[src/sv/b64d_pkg.sv]
// Shared types, codes and the alphabet lookup for the Base64 stream decoder.
// No dependencies; every other file of the block imports this package.
package b64d_pkg;

    localparam int QDEPTH  = 4;
    localparam int QAW     = $clog2(QDEPTH);
    localparam int QCNT_W  = QAW + 1;

    localparam int ACC_W   = 18;
    localparam int FULL_W  = 24;

    localparam logic [6:0] CODE_PAD = 7'd64;
    localparam logic [6:0] CODE_BAD = 7'd65;

    localparam logic [7:0] CHAR_PLUS  = 8'd43;
    localparam logic [7:0] CHAR_SLASH = 8'h2F;
    localparam logic [7:0] CHAR_EQ    = 8'h3D;

    localparam logic [1:0] POS_THIRD  = 2'd2;
    localparam logic [1:0] POS_FOURTH = 2'd3;

    typedef struct packed {
        logic [7:0] char_code;
        logic       message_last;
    } in_item_t;

    typedef struct packed {
        logic [7:0] data_byte;
        logic       is_error;
        logic       run_end;
        logic       message_end;
    } out_item_t;

    // One decoded group or one error, as queued between front and back
    typedef struct packed {
        logic [FULL_W-1:0] bytes;     // byte 0 in the top eight bits
        logic [1:0]        count;     // results to emit, 1 to 3
        logic              is_error;
        logic              msg_last;
    } job_t;

    typedef struct packed {
        logic full;
        logic empty;
    } q_status_t;

    function automatic logic [6:0] sextet_of(input logic [7:0] c);
        logic [6:0] r;
        if (c >= 8'h41 && c <= 8'h5A) begin
            r = 7'(c - 8'h41);
        end else if (c >= 8'h61 && c <= 8'h7A) begin
            r = 7'(c - 8'h61 + 8'd26);
        end else if (c >= 8'h30 && c <= 8'h39) begin
            r = 7'(c - 8'h30 + 8'd52);
        end else if (c == CHAR_PLUS) begin
            r = 7'd62;
        end else if (c == CHAR_SLASH) begin
            r = 7'd63;
        end else if (c == CHAR_EQ) begin
            r = CODE_PAD;
        end else begin
            r = CODE_BAD;
        end
        return r;
    endfunction

endpackage

[src/sv/b64d_front.sv]
// Front end: accepts characters, classifies them and keeps the group state.
// Depends on b64d_pkg; pushes one job per completed group or error.
module b64d_front (
    input  logic              clk,
    input  logic              rst_n,
    input  logic              in_valid,
    output logic              in_ready,
    input  b64d_pkg::in_item_t in_data,
    input  b64d_pkg::q_status_t q_status,
    output logic              push,
    output b64d_pkg::job_t    push_job
);
    import b64d_pkg::*;

    logic [ACC_W-1:0]  sextet_accum_reg, sextet_accum_next;
    logic [1:0]        quad_position_reg, quad_position_next;
    logic [1:0]        pad_count_reg, pad_count_next;
    logic              padding_done_reg, padding_done_next;
    logic              error_latched_reg, error_latched_next;

    logic              accept;
    logic              emit;
    logic [6:0]        code;
    logic [5:0]        val;
    logic              is_pad;
    logic              char_err;
    logic              len_err;
    logic [FULL_W-1:0] full;

    assign in_ready = !q_status.full;
    assign accept   = in_valid && in_ready;
    assign push     = accept && emit;

    always_comb
    begin
        code   = sextet_of(in_data.char_code);
        is_pad = (code == CODE_PAD);
        val    = is_pad ? 6'd0 : code[5:0];
        full   = {sextet_accum_reg, val};

        sextet_accum_next  = sextet_accum_reg;
        quad_position_next = quad_position_reg;
        pad_count_next     = pad_count_reg;
        padding_done_next  = padding_done_reg;
        error_latched_next = error_latched_reg;

        emit     = 1'b0;
        len_err  = 1'b0;
        char_err = (code == CODE_BAD) || padding_done_reg ||
                   (is_pad && quad_position_reg < POS_THIRD) ||
                   (!is_pad && quad_position_reg == POS_FOURTH && pad_count_reg != 2'd0);

        push_job          = '0;
        push_job.msg_last = in_data.message_last;

        if (error_latched_reg) begin
            // swallow until the message closes
            if (in_data.message_last) begin
                error_latched_next = 1'b0;
                sextet_accum_next  = '0;
                quad_position_next = '0;
                pad_count_next     = '0;
                padding_done_next  = 1'b0;
            end
        end else begin
            if (!char_err) begin
                pad_count_next = pad_count_reg + {1'b0, is_pad};
                if (quad_position_reg != POS_FOURTH) begin
                    sextet_accum_next  = full[ACC_W-1:0];
                    quad_position_next = quad_position_reg + 2'd1;
                    len_err            = in_data.message_last;
                end else begin
                    emit           = 1'b1;
                    push_job.bytes = full;
                    unique case (pad_count_next)
                        2'd0:    push_job.count = 2'd3;
                        2'd1:    push_job.count = 2'd2;
                        default: push_job.count = 2'd1;
                    endcase
                    padding_done_next  = !in_data.message_last && (pad_count_next != 2'd0);
                    sextet_accum_next  = '0;
                    quad_position_next = '0;
                    pad_count_next     = '0;
                end
            end
            if (char_err || len_err) begin
                emit               = 1'b1;
                push_job.bytes     = '0;
                push_job.count     = 2'd1;
                push_job.is_error  = 1'b1;
                sextet_accum_next  = '0;
                quad_position_next = '0;
                pad_count_next     = '0;
                padding_done_next  = 1'b0;
                error_latched_next = !in_data.message_last;
            end
        end
    end

    always_ff @(posedge clk or negedge rst_n)
    begin
        if (!rst_n) begin
            sextet_accum_reg  <= '0;
            quad_position_reg <= '0;
            pad_count_reg     <= '0;
            padding_done_reg  <= 1'b0;
            error_latched_reg <= 1'b0;
        end else if (accept) begin
            sextet_accum_reg  <= sextet_accum_next;
            quad_position_reg <= quad_position_next;
            pad_count_reg     <= pad_count_next;
            padding_done_reg  <= padding_done_next;
            error_latched_reg <= error_latched_next;
        end
    end

endmodule

[src/sv/b64d_queue.sv]
// Short job queue between the front end and the output sequencer.
// Depends on b64d_pkg for the job type and depth constants.
module b64d_queue (
    input  logic               clk,
    input  logic               rst_n,
    input  logic               push,
    input  b64d_pkg::job_t     push_job,
    input  logic               pop,
    output b64d_pkg::job_t     head_job,
    output b64d_pkg::q_status_t q_status
);
    import b64d_pkg::*;

    job_t              mem [QDEPTH];
    logic [QAW-1:0]    wr_ptr_reg;
    logic [QAW-1:0]    rd_ptr_reg;
    logic [QCNT_W-1:0] fill_reg;

    assign q_status.full  = (fill_reg == QCNT_W'(QDEPTH));
    assign q_status.empty = (fill_reg == '0);
    assign head_job       = mem[rd_ptr_reg];

    always_ff @(posedge clk)
    begin
        if (push) begin
            mem[wr_ptr_reg] <= push_job;
        end
    end

    always_ff @(posedge clk or negedge rst_n)
    begin
        if (!rst_n) begin
            wr_ptr_reg <= '0;
            rd_ptr_reg <= '0;
            fill_reg   <= '0;
        end else begin
            if (push) begin
                wr_ptr_reg <= wr_ptr_reg + QAW'(1);
            end
            if (pop) begin
                rd_ptr_reg <= rd_ptr_reg + QAW'(1);
            end
            if (push && !pop) begin
                fill_reg <= fill_reg + QCNT_W'(1);
            end else if (pop && !push) begin
                fill_reg <= fill_reg - QCNT_W'(1);
            end
        end
    end

endmodule

[src/sv/b64d_back.sv]
// Output sequencer: walks the head job one result per transfer.
// Depends on b64d_pkg; pops the queue after the job's last result.
module b64d_back (
    input  logic                clk,
    input  logic                rst_n,
    input  b64d_pkg::q_status_t q_status,
    input  b64d_pkg::job_t      head_job,
    output logic                pop,
    output logic                out_valid,
    input  logic                out_ready,
    output b64d_pkg::out_item_t out_data
);
    import b64d_pkg::*;

    logic [1:0] k_reg, k_next;
    logic       last_one;
    logic       xfer;

    assign out_valid = !q_status.empty;
    assign xfer      = out_valid && out_ready;
    assign last_one  = (k_reg == head_job.count - 2'd1);
    assign pop       = xfer && last_one;

    always_comb
    begin
        unique case (k_reg)
            2'd0:    out_data.data_byte = head_job.bytes[23:16];
            2'd1:    out_data.data_byte = head_job.bytes[15:8];
            2'd2:    out_data.data_byte = head_job.bytes[7:0];
            default: out_data.data_byte = 8'd0;
        endcase
        out_data.is_error    = head_job.is_error;
        out_data.run_end     = last_one;
        out_data.message_end = last_one && head_job.msg_last;

        k_next = k_reg;
        if (xfer) begin
            k_next = last_one ? 2'd0 : k_reg + 2'd1;
        end
    end

    always_ff @(posedge clk or negedge rst_n)
    begin
        if (!rst_n) begin
            k_reg <= '0;
        end else begin
            k_reg <= k_next;
        end
    end

endmodule

[src/sv/base64_stream_decoder.sv]
// Top level of the Base64 stream decoder: front end, job queue, sequencer.
// Depends on b64d_pkg, b64d_front, b64d_queue and b64d_back.
//
// Usage
//   Input channel (in_valid/in_ready/in_data) takes one character per
//   transfer with a last-of-message flag. Output channel (out_valid/
//   out_ready/out_data) gives one result per transfer: a decoded byte, or
//   a single error result after which input is dropped until the message
//   closes. run_end marks the last result of a group or error, message_end the
//   result that closes the message.
//   Throughput: one character per cycle while the queue has room, one
//   result per cycle while out_ready is high. A group of four characters
//   yields at most three results, so a willing receiver never throttles
//   the input. The group state update in the front end sets this rate.
//   Output path: a group's job is registered in the four-entry job
//   queue, which serves as the output register; its first result appears
//   once the jobs queued ahead of it are out.
//   Receiver stall: the queue absorbs up to four pending jobs; when it
//   fills, in_ready drops until the sequencer frees an entry.
//   Reset: rst_n clears group state, queue pointers and the sequencer;
//   the block accepts characters as soon as reset is released.
module base64_stream_decoder (
    input  logic                clk,
    input  logic                rst_n,
    input  logic                in_valid,
    output logic                in_ready,
    input  b64d_pkg::in_item_t  in_data,
    output logic                out_valid,
    input  logic                out_ready,
    output b64d_pkg::out_item_t out_data
);
    import b64d_pkg::*;

    logic      push;
    logic      pop;
    job_t      push_job;
    job_t      head_job;
    q_status_t q_status;

    // classify characters and build jobs
    b64d_front u_front (
        .clk      (clk),
        .rst_n    (rst_n),
        .in_valid (in_valid),
        .in_ready (in_ready),
        .in_data  (in_data),
        .q_status (q_status),
        .push     (push),
        .push_job (push_job)
    );

    // decouple the two sides
    b64d_queue u_queue (
        .clk      (clk),
        .rst_n    (rst_n),
        .push     (push),
        .push_job (push_job),
        .pop      (pop),
        .head_job (head_job),
        .q_status (q_status)
    );

    // emit results one transfer at a time
    b64d_back u_back (
        .clk       (clk),
        .rst_n     (rst_n),
        .q_status  (q_status),
        .head_job  (head_job),
        .pop       (pop),
        .out_valid (out_valid),
        .out_ready (out_ready),
        .out_data  (out_data)
    );

endmodule

[config.mk]
export PLATFORM = sky130hd
export DESIGN_NAME = base64_stream_decoder
export DESIGN_NICKNAME = d
export VERILOG_FILES = /design/src/sv/b64d_pkg.sv /design/src/sv/b64d_front.sv /design/src/sv/b64d_queue.sv /design/src/sv/b64d_back.sv /design/src/sv/base64_stream_decoder.sv
export SDC_FILE = /design/constraint.sdc
export NUM_CORES = 1
export LEC_CHECK = 0
export BUFFER_PORTS_ARGS = -buffer_cell sky130_fd_sc_hd__buf_4
export CAP_MARGIN = 10
export CORE_MARGIN = 5
export CORE_UTILIZATION = 45
export DETAILED_ROUTE_END_ITERATION = 8
export GPL_TIMING_DRIVEN = 0
export PLACE_DENSITY = 0.61
export SYNTH_ARGS = -nofsm -noshare
export SYNTH_HDL_FRONTEND = slang
export SYNTH_SLANG_ARGS = --single-unit
[constraint.sdc]
create_clock -name clk -period 3.6 [get_ports clk]
set_clock_uncertainty 0.15 [all_clocks]
set_input_delay 0.54 -clock clk [delete_from_list [all_inputs] [get_ports clk]]
set_output_delay 0.54 -clock clk [all_outputs]
set_load 0.02 [all_outputs]
; Yosys cells after proc, flatten, opt, wreduce, memory -nomap -nowiden
; Memories as Yosys holds them, arrays and structs flattened.
; Index checks and enable logic that the tools add are counted.
; W data, S select, Z words.
[totals]
inputBits = 13
memories = 1
ram_bits = 112
word_cells = 124
regBits = 33
out_inout_bits = 13
[mem_list]
columns = memory, depth, word_bits, read_ports, rd_ports_with_merged_regs, write_ports, line
row1 = u_queue.mem, 4, 28, 1, 0, 1, b64d_queue.sv:14  ; job_t mem [QDEPTH];
[op_classes]
n_eq_ne = 15
add_sub_neg = 13
reduce_logical = 32
magnitude_cmp = 7
muxes = 47
[op_table]
columns = cell, count
row1 = $mux W18, 5
row2 = $mux W27, 2
row3 = $mux W26, 2
row4 = $mux W7, 5
row5 = $eq A8 B6 Y1 const B, 3
row6 = $pmux W8 S3, 1
row7 = $mux W2, 10
row8 = $mux W1, 18
row9 = $ge A8 B7 Y1 const B, 2
row10 = $le A8 B7 Y1 const B, 2
row11 = $eq A7 B7 Y1 const B, 2
row12 = $logic_and A1 B1 Y1, 14
row13 = $sub A7 B7 Y7 const B, 2
row14 = $add A2 B1 Y2 const B, 4
row15 = $ge A8 B6 Y1 const B, 1
row16 = $le A8 B6 Y1 const B, 1
row17 = $add A7 B5 Y7 const B, 1
row18 = $add A7 B6 Y7 const B, 1
row19 = $sub A7 B6 Y7 const B, 1
row20 = $logic_not A1 Y1, 6
row21 = $mux W3, 2
row22 = $mux W6, 1
row23 = $ne A3 B2 Y1 const B, 2
row24 = $reduce_bool A2 Y1, 3
row25 = other kinds (16), 23

; Longest topological paths before layout
[logic_depth]
word_depth = 22
mapped_depth = 15
ltp_nobuf = 14

; Hierarchy
; From an unflattened synthesis, not the netlist that was laid out.
[unflattened]
cells_unflattened = 446
hier_area_um2 = 6702.7
[modules_own_cells]
columns = module, n_inst, seq_area_each_um2, cells_per_inst, area_each_um2
row1 = b64d_queue, 1, 3538.4, 180, 4435.5
row2 = b64d_front, 1, 600.6, 216, 1885.6
row3 = b64d_back, 1, 50.0, 50, 381.6

; Worst setup path before layout
; OpenSTA, ideal clock, no wires.
[synth_timing]
path_kind = in2reg
startpoint = in in_data[3] (netlist bit)
endpoint = mem u_queue.mem[0][0] (netlist bit) (enable)
required_ns = 3.063
n_path_buf = 1
slack_ns = -0.007
setup_time_ns = 0.387
arrival_time_ns = 3.070
path_stages = 10
path_cell_list = buf_6 inv_1 ha_1 nor2b_1 a2bb2oi_2 o221ai_2 a32oi_2 nand4_4 a21boi_4 and2_1
[synth_via]
elab_chain_len = 20
word_cells_on_any_way = 41
cone_classes = add/sub: 5 / order compare: 6 / eq/ne: 5 / mux: 13 / reduce/logical: 12
[synth_lines]
columns = element, line
row1 = "start, declared", base64_stream_decoder.sv:27  ; input b64d_pkg::in_item_t in_data,
row2 = "parallel branches: the longest is 6 deep, another holds $sub A7 B6 Y7", n/a
row3 = $mux W7 (*), b64d_pkg.sv:49  ; if (c >= 8'h41 && c <= 8'h5A) begin
row4 = $eq A7 B7 Y1, b64d_front.sv:37  ; is_pad = (code == CODE_PAD);
row5 = $logic_not A1 Y1, b64d_front.sv:51  ; (!is_pad && quad_position_reg == POS_FOURTH && pad_count_reg != 2'd0);
row6 = $logic_and A1 B1 Y1 (2 in a row), b64d_front.sv:51
row7 = $logic_or A1 B1 Y1 (*), b64d_front.sv:50  ; (is_pad && quad_position_reg < POS_THIRD) ||
row8 = $mux W1, b64d_front.sv:66  ; if (!char_err) begin
row9 = $mux W1, b64d_front.sv:56  ; if (error_latched_reg) begin
row10 = $logic_or A1 B1 Y1, b64d_front.sv:86  ; if (char_err || len_err) begin
row11 = $mux W1 (*), b64d_front.sv:86
row12 = $mux W1 (*), b64d_front.sv:56
row13 = $logic_and A1 B1 Y1 (*), b64d_front.sv:32  ; assign push = accept && emit;
row14 = named net push, base64_stream_decoder.sv:34  ; logic push;
row15 = $mux W1 (*), b64d_queue.sv:25  ; if (push) begin
row16 = $mux W1 (not written as such) (*), b64d_queue.sv:26  ; mem[wr_ptr_reg] <= push_job;
row17 = "end, declared", b64d_queue.sv:14
; Mark *: on every way through the listed nets, which the timed path passes. The select of a mux whose other input is x is not followed.

; Final worst setup path
[layout_timing]
startpoint = in in_data[3] (netlist bit)
endpoint = reg u_queue.fill_reg[2]
[layout_via]
elab_chain_len = 21
word_cells_on_any_way = 44
cone_classes = add/sub: 5 / order compare: 6 / eq/ne: 5 / mux: 12 / reduce/logical: 16
[layout_lines]
columns = element, line
row1 = "parallel branches: the longest is 6 deep, another holds $sub A7 B6 Y7", n/a
row2 = $mux W7 (*), b64d_pkg.sv:49
row3 = $eq A7 B7 Y1, b64d_front.sv:37
row4 = $logic_not A1 Y1, b64d_front.sv:51
row5 = $logic_and A1 B1 Y1 (2 in a row), b64d_front.sv:51
row6 = $logic_or A1 B1 Y1 (*), b64d_front.sv:50
row7 = $mux W1, b64d_front.sv:66
row8 = $mux W1, b64d_front.sv:56
row9 = $logic_or A1 B1 Y1, b64d_front.sv:86
row10 = $mux W1 (*), b64d_front.sv:86
row11 = $mux W1 (*), b64d_front.sv:56
row12 = $logic_and A1 B1 Y1 (*), b64d_front.sv:32
row13 = named net push, base64_stream_decoder.sv:34
row14 = $logic_not A1 Y1, b64d_queue.sv:45  ; end else if (pop && !push) begin
row15 = $logic_and A1 B1 Y1, b64d_queue.sv:45
row16 = $reduce_bool A2 Y1 (no source line), n/a
row17 = "end signal, assigned", b64d_queue.sv:44  ; fill_reg <= fill_reg + QCNT_W'(1);
row18 = "end signal, assigned", b64d_queue.sv:46  ; fill_reg <= fill_reg - QCNT_W'(1);
row19 = "end, declared", b64d_queue.sv:17  ; logic [QCNT_W-1:0] fill_reg;
; Marks and branches as above.
; A chain may end at the register's enable or synchronous reset.

==> out/results.tsv <==
stage	metric	value	unit
worst_setup_path	critPathMaxFanout	10	
floorplanning	die_h	131.8	um
sta	worst_pin_slew	0.8083	ns
yosys	ys_warn_count	0	
clock_network	cts_tree	built	
placed_design	io_buffers	25	
power	p_leak	2.925	nW
worst_setup_path	r2r-end	u_queue.fill_reg[2]	
global_route	grt_overflow	0	
clock_network	cts_max_level	4	
layout	layout_commonest_cell	edfxtp_1	
flow_run	maxCapViolations	0	
floorplanning	coreArea	0.01453	mm2
sta	grt_setup_unrepaired	yes	
worst_setup_path	criticalPathCategory	in2reg	
layout	layout-drive-gt1-share	0.2677	
floorplanning	fp.dieArea	0.01737	mm2
floorplanning	io-pin-count	26	
global_route	grt_antenna_before_repair	0	
sta	fmax	0.2884	GHz
yosys	synth_ff_type	edfxtp_1	
worst_setup_path	rr_worst_depth	13	
yosys	synth_cells	440	
sta	maxSlewViolCount	0	
sta	timing.final.crit_share	0.9631	
drt	drtAntennaViolNets	0	
layout	fin_cells	692	
floorplanning	start_util	0.4594	
clock_network	cts_sinks	145	
power	p_total	5.707	mW
placed_design	dpl.hpwl	9.065	mm
drt	initialDrtViolationCount	246	
worst_hold_path	worstHoldStart	in_data[0]	
global_route	grt_pass1_wl	22.48	mm
drt	vias	3820	
layout	mostFrequentLayoutCells	edfxtp_1 (112), buf_4 (39), nand2_1 (33), dfrtp_1 (33), mux4_2 (28)	
layout	largest_reg_flops	112	
worst_setup_path	startpoint	in_data[3]	
clock_network	clk_pin_slew	0.06	ns
yosys	syn_area_per_cell	15.17	um2
drt	viasPerCell	5.520	
sta	slew-limit-headroom	0.4612	
layout	antennaDiodeCount	0	
global_route	grt_max_degree	34	
worst_setup_path	required	3.78	ns
clock_network	clk_latency	0.41	ns
yosys	synth_edf_count	112	
placed_design	dp_cells	649	
sta	hold_viol	0	
layout	fin_util	0.5396	
clock_network	clk_path_buf_depth	2	
yosys	ys_seq_area_frac	0.6274	
worst_setup_path	start_kind	input pin	
clock_network	cts_inserted_buffers	17	
outcome	run_status	finished, final reports clean	
drt	routed_wl	13.79	mm
floorplanning	die_w	131.8	um
worst_hold_path	hold_class	in2reg	
yosys	syn_nets	473	
floorplanning	std_cell_rows	44	
worst_setup_path	rr_startpoint	u_queue.rd_ptr_reg[1]	
sta	holdWs	0.2537	ns
layout	fin_nets	528	
power	vdd_drop_max	401.3	uV
yosys	netlist_area	0.006676	mm2
yosys	async_reset_ff_frac	0.2276	
layout	fill_cells	1215	
yosys	synth.distinct_cells	63	
drt	routedWlPerCell	19.93	um
placed_design	gp_congestion	0.8029	
sta	setup_viol	0	
worst_setup_path	endpoint	u_queue.fill_reg[2]	
yosys	ys_ff_latch	145	
power	powerDensity	727.7	mW/mm2
worst_setup_path	cp_data_arrival_time	3.65	ns
drt	dr.pass1.iters	4	
worst_setup_path	r2r_setup_slack	0.54	ns
sta	fin_crit	3.467	ns
clock_network	cts_root_buf	clkbuf_16	
layout	area_growth	17.47	%
global_route	grtUsageTotal	0.1681	
worst_setup_path	end_kind	flop	
drt	drc	0	
global_route	grt_pass1_vias	4041	
how the worst min path moves through the flow:
stage / end / slack [ns] / cells after the start
final: u_queue.mem[3][0] / 0.25 / 1
after global routing: u_queue.mem[2][0] / 0.24 / 1
after CTS: u_queue.mem[1][0] / 0.23 / 1
after detailed placement: u_queue.fill_reg[2] / 0.33 / 1
after global placement: u_queue.fill_reg[2] / 0.33 / 1
after floorplan: u_back.k_reg[0] / 0.09 / 0
cell type report:
class                      count  area (um2)  area share
timing repair buffer          36       272.8     0.03478
inverter                      14       52.55    0.006701
buffer                        21       121.4     0.01548
sequential                   145        4189      0.5341
tap                          184       230.2     0.02936
clock buffer                  20       456.7     0.05823
multi-input combinational    260        2389      0.3046
clock inverter                12       131.4     0.01675
cells by family after synthesis:
group           count (synthesis)  synth area share
buf+inv                        35           0.02493
xor+xnor                       14           0.01837
compound gates                 81           0.09408
fa+ha+maj                      20           0.03861
flops                         145            0.6274
mux                            32            0.1010
simple gates                  113           0.09558
metal layers:
| metal | global-route usage | wire length, um |
|---|---|---|
| met5 | 0 | 0 |
| met4 | 0.05657 | 189 |
| met3 | 0.02939 | 296 |
| met2 | 0.2830 | 7044 |
| met1 | 0.2222 | 6260 |
worst max-delay path: stages:
cell	delay [ns]
buf_4	0.10
buf_6	0.13
inv_1	0.10
ha_1	0.25
and4bb_2	0.27
a311oi_4	0.34
nand2_1	0.13
a22oi_2	0.27
nand4_4	0.17
a21boi_4	0.26
ha_2	0.23
inv_1	0.05
fa_1	0.37
xor2_1	0.17
nor2_1	0.11
xor2_1	0.16
what timing repair did:
action,in CTS,in global routing
hold buffers,1,0
buffers inserted,4,6
endpoints found under the setup margin,124,123
hold endpoints to repair,33,0
gates resized for setup,5,15
pin swaps,2,7
per-stage QoR:
| stage | setup TNS [ns] | cell area [um2] | setup WS, ns |
|---|---|---|---|
| 2_1_floorplan | 0 | 6681 | 0.04112 |
| 3_3_place_gp | -69.10 | 7099 | -0.5896 |
| 3_5_place_dp | -64.89 | 7099 | -0.5735 |
| 4_1_cts | 0 | 7742 | 0.0001275 |
| 5_1_grt | -0.06786 | 7843 | -0.06786 |
| 6_report | 0 | 7843 | 0.1328 |
synthesized netlist by cell type, drive strengths merged (7+ instances only):
cell,n,share of area
a21oi,15,0.012
a22o,15,0.020
a22oi,9,0.011
and2,26,0.024
buf,11,0.011
clkbuf,10,0.0056
dfrtp,33,0.12
edfxtp,112,0.50
ha,19,0.036
inv,14,0.0079
mux4,28,0.094
nand2,33,0.019
nand3,8,0.0060
nor2,14,0.0079
nor2b,8,0.0075
o21ai,14,0.010
xnor2,7,0.0092
xor2,7,0.0092
where the power goes:
group | leakage, nW | internal [mW] | switching [mW]
sequential | 1.52 | 2.06 | 0.108
clock | 0.285 | 1.06 | 0.669
combinational | 1.12 | 0.789 | 1.02
total | 2.92 | 3.91 | 1.80
Power figures use the tool's default switching activity.
